### config.mk
export PLATFORM = sky130hd
export DESIGN_NAME = fixed_block_pool_allocator
export DESIGN_NICKNAME = d
export VERILOG_FILES = /design/src/hw/rtl/fbpa_pkg.sv /design/src/hw/rtl/fbpa_store.sv /design/src/hw/rtl/fixed_block_pool_allocator.sv
export SDC_FILE = /design/constraint.sdc
export NUM_CORES = 2
export LEC_CHECK = 0
export BUFFER_PORTS_ARGS = -buffer_cell sky130_fd_sc_hd__clkbuf_2
export CORE_MARGIN = 4
export CORE_UTILIZATION = 50
export DETAILED_ROUTE_END_ITERATION = 8
export PLACE_DENSITY = 0.62
export SLEW_MARGIN = 20
export SYNTH_ARGS = -nofsm -noshare
export SYNTH_HDL_FRONTEND = slang
export SYNTH_SLANG_ARGS = --single-unit
### constraint.sdc
create_clock -name clk -period 8.65 [get_ports clk]
set_input_delay 0 -clock clk [delete_from_list [all_inputs] [get_ports clk]]
set_output_delay 0 -clock clk [all_outputs]
set_load 0.01 [all_outputs]
### src/hw/rtl/fbpa_pkg.sv
// Shared types and codes for the fixed block pool allocator.
package fbpa_pkg;

    // Request codes carried in the action field.
    localparam logic ACT_ALLOC = 1'b0;
    localparam logic ACT_FREE  = 1'b1;

    // Result status codes.
    localparam logic [1:0] ST_OK      = 2'd0;
    localparam logic [1:0] ST_EMPTY   = 2'd1;
    localparam logic [1:0] ST_INVALID = 2'd2;
    localparam logic [1:0] ST_DOUBLE  = 2'd3;

    // Field widths fixed by the interface.
    localparam int INDEX_W = 16;
    localparam int COUNT_W = 9;
    localparam int TOTAL_W = 32;

    // One request transfer.
    typedef struct packed {
        logic               action;
        logic [INDEX_W-1:0] block_index;
    } req_t;

    // One result transfer.
    typedef struct packed {
        logic [1:0]         status;
        logic [INDEX_W-1:0] granted_index;
        logic [COUNT_W-1:0] free_blocks;
        logic [COUNT_W-1:0] used_blocks;
        logic [TOTAL_W-1:0] alloc_total;
        logic [TOTAL_W-1:0] free_total;
    } rsp_t;

endpackage

### src/hw/rtl/fbpa_store.sv
// Link table and in-use mark memories, each with one write and one registered read port.
module fbpa_store #(
    parameter int DEPTH  = 256,
    parameter int IDX_W  = 8,
    parameter int LINK_W = 9
) (
    input  logic              clk,
    input  logic              rd_en,
    input  logic [IDX_W-1:0]  link_rd_addr,
    input  logic [IDX_W-1:0]  mark_rd_addr,
    output logic [LINK_W-1:0] link_rd_data,
    output logic              mark_rd_data,
    input  logic              link_we,
    input  logic [IDX_W-1:0]  link_wr_addr,
    input  logic [LINK_W-1:0] link_wr_data,
    input  logic              mark_we,
    input  logic [IDX_W-1:0]  mark_wr_addr,
    input  logic              mark_wr_data
);

    logic [LINK_W-1:0] link_mem [DEPTH];
    logic              mark_mem [DEPTH];

    // Link table: next free block for every block that has been freed at least once.
    always_ff @(posedge clk)
    begin
        if (link_we)
        begin
            link_mem[link_wr_addr] <= link_wr_data;
        end
        if (rd_en)
        begin
            link_rd_data <= link_mem[link_rd_addr];
        end
    end

    // In-use marks for every block that has been handed out at least once.
    always_ff @(posedge clk)
    begin
        if (mark_we)
        begin
            mark_mem[mark_wr_addr] <= mark_wr_data;
        end
        if (rd_en)
        begin
            mark_rd_data <= mark_mem[mark_rd_addr];
        end
    end

endmodule

### src/hw/rtl/fixed_block_pool_allocator.sv
// Top level of the fixed block pool allocator: request decode, list head and counters.
//
// Usage: a request transfer happens at a rising edge where start is high and busy
// is low. An allocate (action 0) pops the head of the free list; a free (action 1)
// returns the named block after checking its index and its in-use mark.
// Each request gives exactly one result, registered after the request has executed while
// busy is high: done is high for one cycle with the result fields valid. The receiver
// cannot stall, so the result is simply presented for that one cycle.
// Busy is raised by each transfer and stays high while the memories are
// read and written back, so no new request is taken while the last one executes.
// The pause comes from the registered read port of the link and mark memories. A
// new request may be taken in the same cycle that done shows the previous result.
// The free list lives in the link memory; blocks that were never handed out are
// tracked by a high-water mark, so no clearing pass is needed after reset.
// Reset: the list holds blocks 0, 1, 2, ... in order, all blocks are free and the
// totals are zero; the block accepts requests in the first cycle after reset.
module fixed_block_pool_allocator #(
    parameter int NUM_BLOCKS = 256
) (
    input  logic          clk,
    input  logic          rst_n,
    input  logic          start,
    input  fbpa_pkg::req_t request,
    output logic          busy,
    output logic          done,
    output fbpa_pkg::rsp_t result
);

    import fbpa_pkg::*;

    localparam int IDX_W  = (NUM_BLOCKS > 1) ? $clog2(NUM_BLOCKS) : 1;
    localparam int LINK_W = $clog2(NUM_BLOCKS + 1);
    localparam logic [LINK_W-1:0] NULL_LINK = LINK_W'(NUM_BLOCKS);

    // Control and list state.
    logic              busy_reg, busy_next;
    logic              done_reg, done_next;
    logic [LINK_W-1:0] head_reg, head_next;
    logic [LINK_W-1:0] fresh_reg, fresh_next;
    logic [LINK_W-1:0] free_cnt_reg, free_cnt_next;
    logic [LINK_W-1:0] used_cnt_reg, used_cnt_next;
    logic [TOTAL_W-1:0] alloc_tot_reg, alloc_tot_next;
    logic [TOTAL_W-1:0] free_tot_reg, free_tot_next;

    // Captured request and result.
    logic             action_reg;
    logic [IDX_W-1:0] idx_reg;
    logic             in_range_reg;
    rsp_t             rsp_reg, rsp_next;

    // Memory ports.
    logic              accept;
    logic [LINK_W-1:0] link_rd_data;
    logic              mark_rd_data;
    logic              link_we;
    logic              mark_we;
    logic [IDX_W-1:0]  mark_wr_addr;
    logic              mark_wr_data;

    assign accept = start && !busy_reg;

    fbpa_store #(
        .DEPTH  (NUM_BLOCKS),
        .IDX_W  (IDX_W),
        .LINK_W (LINK_W)
    ) u_store (
        .clk          (clk),
        .rd_en        (accept),
        .link_rd_addr (head_reg[IDX_W-1:0]),
        .mark_rd_addr (request.block_index[IDX_W-1:0]),
        .link_rd_data (link_rd_data),
        .mark_rd_data (mark_rd_data),
        .link_we      (link_we),
        .link_wr_addr (idx_reg),
        .link_wr_data (head_reg),
        .mark_we      (mark_we),
        .mark_wr_addr (mark_wr_addr),
        .mark_wr_data (mark_wr_data)
    );

    // Execute the captured request with the memory read data.
    always_comb
    begin
        logic empty;
        logic from_fresh;
        logic in_use;

        busy_next      = accept;
        done_next      = busy_reg;
        head_next      = head_reg;
        fresh_next     = fresh_reg;
        free_cnt_next  = free_cnt_reg;
        used_cnt_next  = used_cnt_reg;
        alloc_tot_next = alloc_tot_reg;
        free_tot_next  = free_tot_reg;
        link_we        = 1'b0;
        mark_we        = 1'b0;
        mark_wr_addr   = idx_reg;
        mark_wr_data   = 1'b0;
        rsp_next       = rsp_reg;

        empty      = (head_reg == NULL_LINK);
        from_fresh = (head_reg == fresh_reg);
        // A block at or above the high-water mark was never handed out, so it is free.
        in_use     = (LINK_W'(idx_reg) < fresh_reg) && mark_rd_data;

        if (busy_reg)
        begin
            rsp_next.granted_index = '0;
            rsp_next.status        = ST_OK;
            if (action_reg == ACT_ALLOC)
            begin
                if (empty)
                begin
                    rsp_next.status = ST_EMPTY;
                end
                else
                begin
                    rsp_next.granted_index = INDEX_W'(head_reg);
                    // A never-used head links to the next block in index order.
                    if (from_fresh)
                    begin
                        head_next  = head_reg + 1'b1;
                        fresh_next = fresh_reg + 1'b1;
                    end
                    else
                    begin
                        head_next = link_rd_data;
                    end
                    mark_we        = 1'b1;
                    mark_wr_addr   = head_reg[IDX_W-1:0];
                    mark_wr_data   = 1'b1;
                    free_cnt_next  = free_cnt_reg - 1'b1;
                    used_cnt_next  = used_cnt_reg + 1'b1;
                    alloc_tot_next = alloc_tot_reg + 1'b1;
                end
            end
            else
            begin
                priority if (!in_range_reg)
                begin
                    rsp_next.status = ST_INVALID;
                end
                else if (!in_use)
                begin
                    rsp_next.status = ST_DOUBLE;
                end
                else
                begin
                    // Push the block on the head of the list.
                    link_we       = 1'b1;
                    mark_we       = 1'b1;
                    mark_wr_data  = 1'b0;
                    head_next     = LINK_W'(idx_reg);
                    free_cnt_next = free_cnt_reg + 1'b1;
                    used_cnt_next = used_cnt_reg - 1'b1;
                    free_tot_next = free_tot_reg + 1'b1;
                end
            end
            rsp_next.free_blocks = COUNT_W'(free_cnt_next);
            rsp_next.used_blocks = COUNT_W'(used_cnt_next);
            rsp_next.alloc_total = alloc_tot_next;
            rsp_next.free_total  = free_tot_next;
        end
    end

    // Control state and counters.
    always_ff @(posedge clk or negedge rst_n)
    begin
        if (!rst_n)
        begin
            busy_reg      <= 1'b0;
            done_reg      <= 1'b0;
            head_reg      <= '0;
            fresh_reg     <= '0;
            free_cnt_reg  <= NULL_LINK;
            used_cnt_reg  <= '0;
            alloc_tot_reg <= '0;
            free_tot_reg  <= '0;
        end
        else
        begin
            busy_reg      <= busy_next;
            done_reg      <= done_next;
            head_reg      <= head_next;
            fresh_reg     <= fresh_next;
            free_cnt_reg  <= free_cnt_next;
            used_cnt_reg  <= used_cnt_next;
            alloc_tot_reg <= alloc_tot_next;
            free_tot_reg  <= free_tot_next;
        end
    end

    // Request capture and result register.
    always_ff @(posedge clk)
    begin
        if (accept)
        begin
            action_reg   <= request.action;
            idx_reg      <= request.block_index[IDX_W-1:0];
            in_range_reg <= ({1'b0, request.block_index} < (INDEX_W + 1)'(NUM_BLOCKS));
        end
        rsp_reg <= rsp_next;
    end

    assign busy   = busy_reg;
    assign done   = done_reg;
    assign result = rsp_reg;

endmodule

* Yosys cells after proc, flatten, opt, wreduce, memory -nomap -nowiden
Memory sizes are Yosys's and may differ from the RTL's. A register that Yosys moved wholly into a read port is not among the register bits.
Index checks and enable logic that the tools add are counted.
Widths: inputs -> output; s select.
** Operators by class
- Add/subtract/negate cells :: 8
- Magnitude comparators :: 2
- Eq/ne operators :: 5
- Muxes and demuxes :: 38
- Bitwise operators :: 2
- Reduce and logical (&&, ||, !) cells :: 6
** Operators by type and width (count)
- $mux 32 :: 5
- $mux 9 :: 13
- $add 32x1->32 const B :: 2
- $add 9x1->9 const B :: 4
- $mux 8 :: 3
- $sub 9x1->9 const B :: 2
- $lt 16x9->1 const B :: 1
- $mux 1 :: 14
- $eq 9x9->1 :: 1
- $eq 9x9->1 const B :: 1
- $lt 8x9->1 :: 1
- $reduce_and 4->1 :: 2
- $mux 2 :: 3
- $ne 2x1->1 const B :: 2
- $logic_and 1x1->1 :: 2
- $ne 2x2->1 const B :: 1
- $not 1->1 :: 2
- $reduce_or 2->1 :: 1
- $logic_not 1->1 :: 1
** Word-level totals
- Register bits after elaboration :: 212
- Bits in writable memories :: 2560
- Input port bits :: 20
- Output and inout bits :: 102
- Word-level logic and storage cells :: 81
- Memories kept :: 2
** Memory list
- u_store.link_mem :: words 256, bits a word 9, read ports 1, clocked after memory_dff 1, wr ports 1, RTL line fbpa_store.sv:21 : logic [LINK_W-1:0] link_mem [DEPTH];
- u_store.mark_mem :: words 256, bits a word 1, read ports 1, clocked after memory_dff 1, wr ports 1, RTL line fbpa_store.sv:22 : logic mark_mem [DEPTH];

* Depth between registers and ports, before layout
- Word-level depth :: 8
- Mapped depth :: 15
- Gate-level depth less buffers :: 9

* Cells and area by module
From an unflattened synthesis, not the netlist that was laid out.
** Unflattened totals
- Cell total of the unflattened synthesis :: 5786
- Area total of the unflattened synthesis :: 110785.0 µm²
** Modules (own cells, without submodules)
- fbpa_store :: times used 1, cells an instance 4895, area an instance 100686.6 µm², seq. area each 77174.0 µm²
- fixed_block_pool_allocator :: times used 1, cells an instance 891, area an instance 10098.4 µm², seq. area each 5646.7 µm²

* Worst setup path before layout
Ideal clock, no wire load.
- Path type :: reg-to-reg
- Start :: register head_reg[0]
- End :: memory u_store.mark_mem[65] (enable)
- Library setup time :: 0.300 ns
- Data arrival time :: 7.252 ns
- Data required time :: 8.350 ns
- Slack :: 1.098 ns
- Stages on the path, launching flop included :: 16
- Buffers on the path :: 6
- Period minus slack after synthesis :: 7.552 ns
- Cells stage by stage :: dfrtp_1 buf_4 buf_4 buf_2 buf_2 inv_1 ha_1 a41oi_4 nand2_2 inv_2 buf_4 nand2_1 o31ai_4 buf_2 nand3_1 nor2_1
** On the way
- Longest elaborated chain between the ends :: 6
- Elaborated cells on any way between the ends :: 9
- Classes of those cells :: eq/ne (1); mux (8)
** Ends and longest elaborated chain
- start: declaration :: RTL line fixed_block_pool_allocator.sv:38 : logic [LINK_W-1:0] head_reg, head_next;
- start signal: assignment :: RTL line fixed_block_pool_allocator.sv:185 : head_reg <= head_next;
- $eq 9x9->1 :: RTL line fixed_block_pool_allocator.sv:102 : empty = (head_reg == NULL_LINK);
- $mux 1 :: RTL line fixed_block_pool_allocator.sv:113 : if (empty)
- $mux 1 :: RTL line fixed_block_pool_allocator.sv:111 : if (action_reg == ACT_ALLOC)
- $mux 1 :: RTL line fixed_block_pool_allocator.sv:107 : if (busy_reg)
- $mux 1 :: RTL line fbpa_store.sv:40 : if (mark_we)
- $mux 1 (implied by the code) :: RTL line fbpa_store.sv:42 : mark_mem[mark_wr_addr] <= mark_wr_data;
- end: declaration :: RTL line fbpa_store.sv:22
Several ways; a longest one is shown, not always the timed one.

* Worst setup path in the final report
- Start :: register idx_reg[3]
- End :: memory u_store.link_mem[80][2] (enable)
** On the way
- Longest elaborated chain between the ends :: 8
** Ends and longest elaborated chain
- start: declaration :: RTL line fixed_block_pool_allocator.sv:47 : logic [IDX_W-1:0] idx_reg;
- start signal: assignment :: RTL line fixed_block_pool_allocator.sv:200 : idx_reg <= request.block_index[IDX_W-1:0];
- $lt 8x9->1 :: RTL line fixed_block_pool_allocator.sv:105 : in_use = (LINK_W'(idx_reg) < fresh_reg) && mark_rd_data;
- $logic_and 1x1->1 :: RTL line fixed_block_pool_allocator.sv:105
- $mux 1 :: RTL line fixed_block_pool_allocator.sv:144 : else if (!in_use)
- $mux 1 :: RTL line fixed_block_pool_allocator.sv:140 : priority if (!in_range_reg)
- $mux 1 :: RTL line fixed_block_pool_allocator.sv:111
- $mux 1 :: RTL line fixed_block_pool_allocator.sv:107
- $mux 1 :: RTL line fbpa_store.sv:27 : if (link_we)
- $mux 1 (implied by the code) :: RTL line fbpa_store.sv:29 : link_mem[link_wr_addr] <= link_wr_data;
- end: declaration :: RTL line fbpa_store.sv:21
Several ways; a longest one is shown, not always the timed one.

==> results by group <==
Route
  • DRC: 0
  • Routed length per instance: 29.64 um
  • Vias: 56.93k
  • Via density per instance: 6.212
  • ANT nets after route: 0
  • Initial drt markers: 7,233
  • Final wirelength: 271.6 mm
  • DR pass1 iterations: 8

Logic synthesis
  • Register area share after synthesis: 0.7501
  • Syn Inst Count: 5,803
  • Yosys reg bits: 2,775
  • Count of unique library cells instantiated by Yosys: 80
  • Ys Warns: 0
  • Synth Flop Type: edfxtp_1
  • Syn avg cell area: 19.03 sq um
  • Post-Syn Area: 110,400 sq um
  • Async set or reset register ratio after synthesis: 0.03676
  • Post-synth EDFFs: 2,673

Placed design
  • Placement-stage cell area: 114,200 sq um
  • Port Buf Inserts: 114
  • GP Congestion: 0.8081
  • HPWL Detailed: 154.2 mm
  • Place WS: 3.354 ns
  • Dpl cells: 8,614

Power and ir drop
  • Leakage power: 38.60 nW
  • Worst ir drop on vdd: 0.0002609 V
  • P per Cell Area: 301.0 nW/um^2
  • Final Total Pwr: 37.23 mW

Final layout
  • Final non-filler cell total: 9,164
  • Fill count: 16.41k
  • Post-route design area: 123,700 sq um
  • Final net count: 6,018
  • Reg with most FFs: u_store.link_mem
  • Register Area: 82,860 sq um
  • Fin util: 0.5629
  • P&R area growth vs syn: 12.01%
  • Proportion of layout cells with a drive suffix above 1: 0.2178
  • Most common cell after layout, fill and taps aside: edfxtp_1
  • Max reg flops: 2,304
  • Most frequent cells in the layout: edfxtp_1 (2,673), mux4_2 (607), nor2_1 (550), clkbuf_16 (306), a22oi_1 (273)
  • Multi-input logic area: 25,950 sq um

Clock network
  • CTS Buffer Depth: 4
  • Clock transition at path regs: 0.06 ns
  • CTS tree: built
  • Post_cts resized: 0
  • CTS sink cnt: 2,775
  • Setup bufs post-CTS: 0
  • Max H-tree Level: 5
  • Root buf cell: clkbuf_16
  • CTS Buf Count: 303
  • Worst skew pair latency: 0.92 ns
  • # hold bufs at CTS: 21

Timing
  • Worst slew pin tran: 1.195 ns
  • Post-layout min period: 5.402 ns
  • Hold_ws: 0.1415 ns
  • Final Skew: 0.04884 ns
  • Hold violation total from the final report: 0
  • Final Max Tran Viols: 0
  • Final period utilization: 0.6245
  • Setup TNS: 0 ns
  • Slew headroom: 0.2005
  • Unrepaired setup endpoints after global routing: false
  • Final setup vio count: 0
  • Fmax: 185.1 MHz
  • PnR worst setup slack: 3.248 ns

Critical path
  • Setup slack, reg-to-reg: 3.25 ns
  • Worst-path fanout max: 19
  • CP Class: reg2reg
  • Arr. time, crit path: 5.92 ns
  • Worst setup SP type: register
  • Worst R2R Start: idx_reg[3]
  • FF-to-FF End: u_store.link_mem[80][2]
  • Critical Path RT: 9.17 ns
  • Crit path capture type: register
  • R2R depth: 8

Floorplan
  • I/O Pins: 122
  • Initial Utilization: 0.5025
  • Die Span Y: 477.9 um
  • # rows: 172
  • Core Region: 219,700 sq um
  • Die width: 477.9 um
  • Die area: 228,400 sq um

Global routing
  • Vias in the first global route: 56.77k
  • Initial antenna violation count: 11
  • Total global-route track usage: 0.2365
  • Overflow after GRT: 0
  • First-pass GRT wire length: 398.4 mm
  • Largest net degree at the start of global routing: 149

Run status
  • Status: completed

Hold path
  • Worst hold endpoint: idx_reg[6]
  • Hold path depth: 2
  • Hold WC Path Type: in2reg
  • Origin of the worst min-delay path: request[6]

Flow run
  • Max Cap Viol: 0
-- power breakdown --
| group | internal (mW) | switching (mW) |
|---|---|---|
| Sequential | 16.2 | 0.334 |
| Clock | 7.07 | 5.08 |
| Combinational | 3.11 | 5.45 |
| Total | 26.4 | 10.9 |
-- layout make-up --
class,instances,share of cell area
timing repair buffer,253,0.01517
clock inverter,153,0.009924
clock buffer,368,0.06420
antenna,8,0.0001619
multi-input combinational,2623,0.2098
inverter,26,0.0008296
tap,2958,0.02992
sequential,2775,0.6699
-- cell usage after synthesis (37+ instances only) --
library cell / count / area [sq um]
xnor2_1: 122 / 1069
a22oi_1: 273 / 2049
mux2i_1: 83 / 830.8
a21oi_1: 139 / 695.7
clkbuf_1: 152 / 570.6
buf_2: 130 / 650.6
nor2_1: 555 / 2083
buf_1: 49 / 183.9
edfxtp_1: 2673 / 80270
buf_4: 46 / 345.3
mux4_2: 607 / 13670
nand4_1: 48 / 300.3
nor3_1: 69 / 345.3
o21ai_0: 37 / 185.2
nand2_1: 181 / 679.4
nand3_1: 130 / 650.6
xor2_1: 53 / 464.2
dfrtp_1: 101 / 2527
-- logic make-up after synthesis --
group | synth area share
and+or+nand+nor | 0.04604
AOI/OAI and AO/OA | 0.03786
adders and majority gates | 0.001813
xor gates and xnor gates | 0.01388
buffers and inverters | 0.01755
DFF | 0.7501
muxes | 0.1328
other | 0.00003396
-- how the worst max path moves through the flow --
| stage | startpoint | end | slack (ns) | cells after the start |
|---|---|---|---|---|
| after floorplan | head_reg[0] | u_store.mark_mem[65] | 1.10 | 15 |
| final | idx_reg[3] | u_store.link_mem[80][2] | 3.25 | 8 |
| after global placement | head_reg[0] | u_store.link_rd_data[4] | 2.76 | 8 |
| after detailed placement | idx_reg[3] | u_store.link_mem[25][0] | 3.35 | 8 |
| after global routing | idx_reg[3] | u_store.link_mem[82][3] | 3.00 | 8 |
| after CTS | idx_reg[3] | u_store.link_mem[81][5] | 3.32 | 8 |
-- layer usage --
layer	part of all wire	track usage	wire, um	vias to the layer above
li1	-	-	-	23900
met1	0.41	0.3486	112500	30020
met2	0.47	0.3601	127900	2566
met3	0.087	0.04966	23560	439
met4	0.028	0.07044	7666	0
met5	0	0	0	-
-- worst max-delay path, cell delays in order, from the launching register on --
cell and delay, ns:
edfxtp_1 0.74, ha_1 0.37, a21oi_1 0.12, o21ai_1 0.10
a21o_1 0.42, a21oi_4 0.88, buf_4 0.49, nand4_1 0.74
nor2_1 1.12
Power figures use the tool's default switching activity.
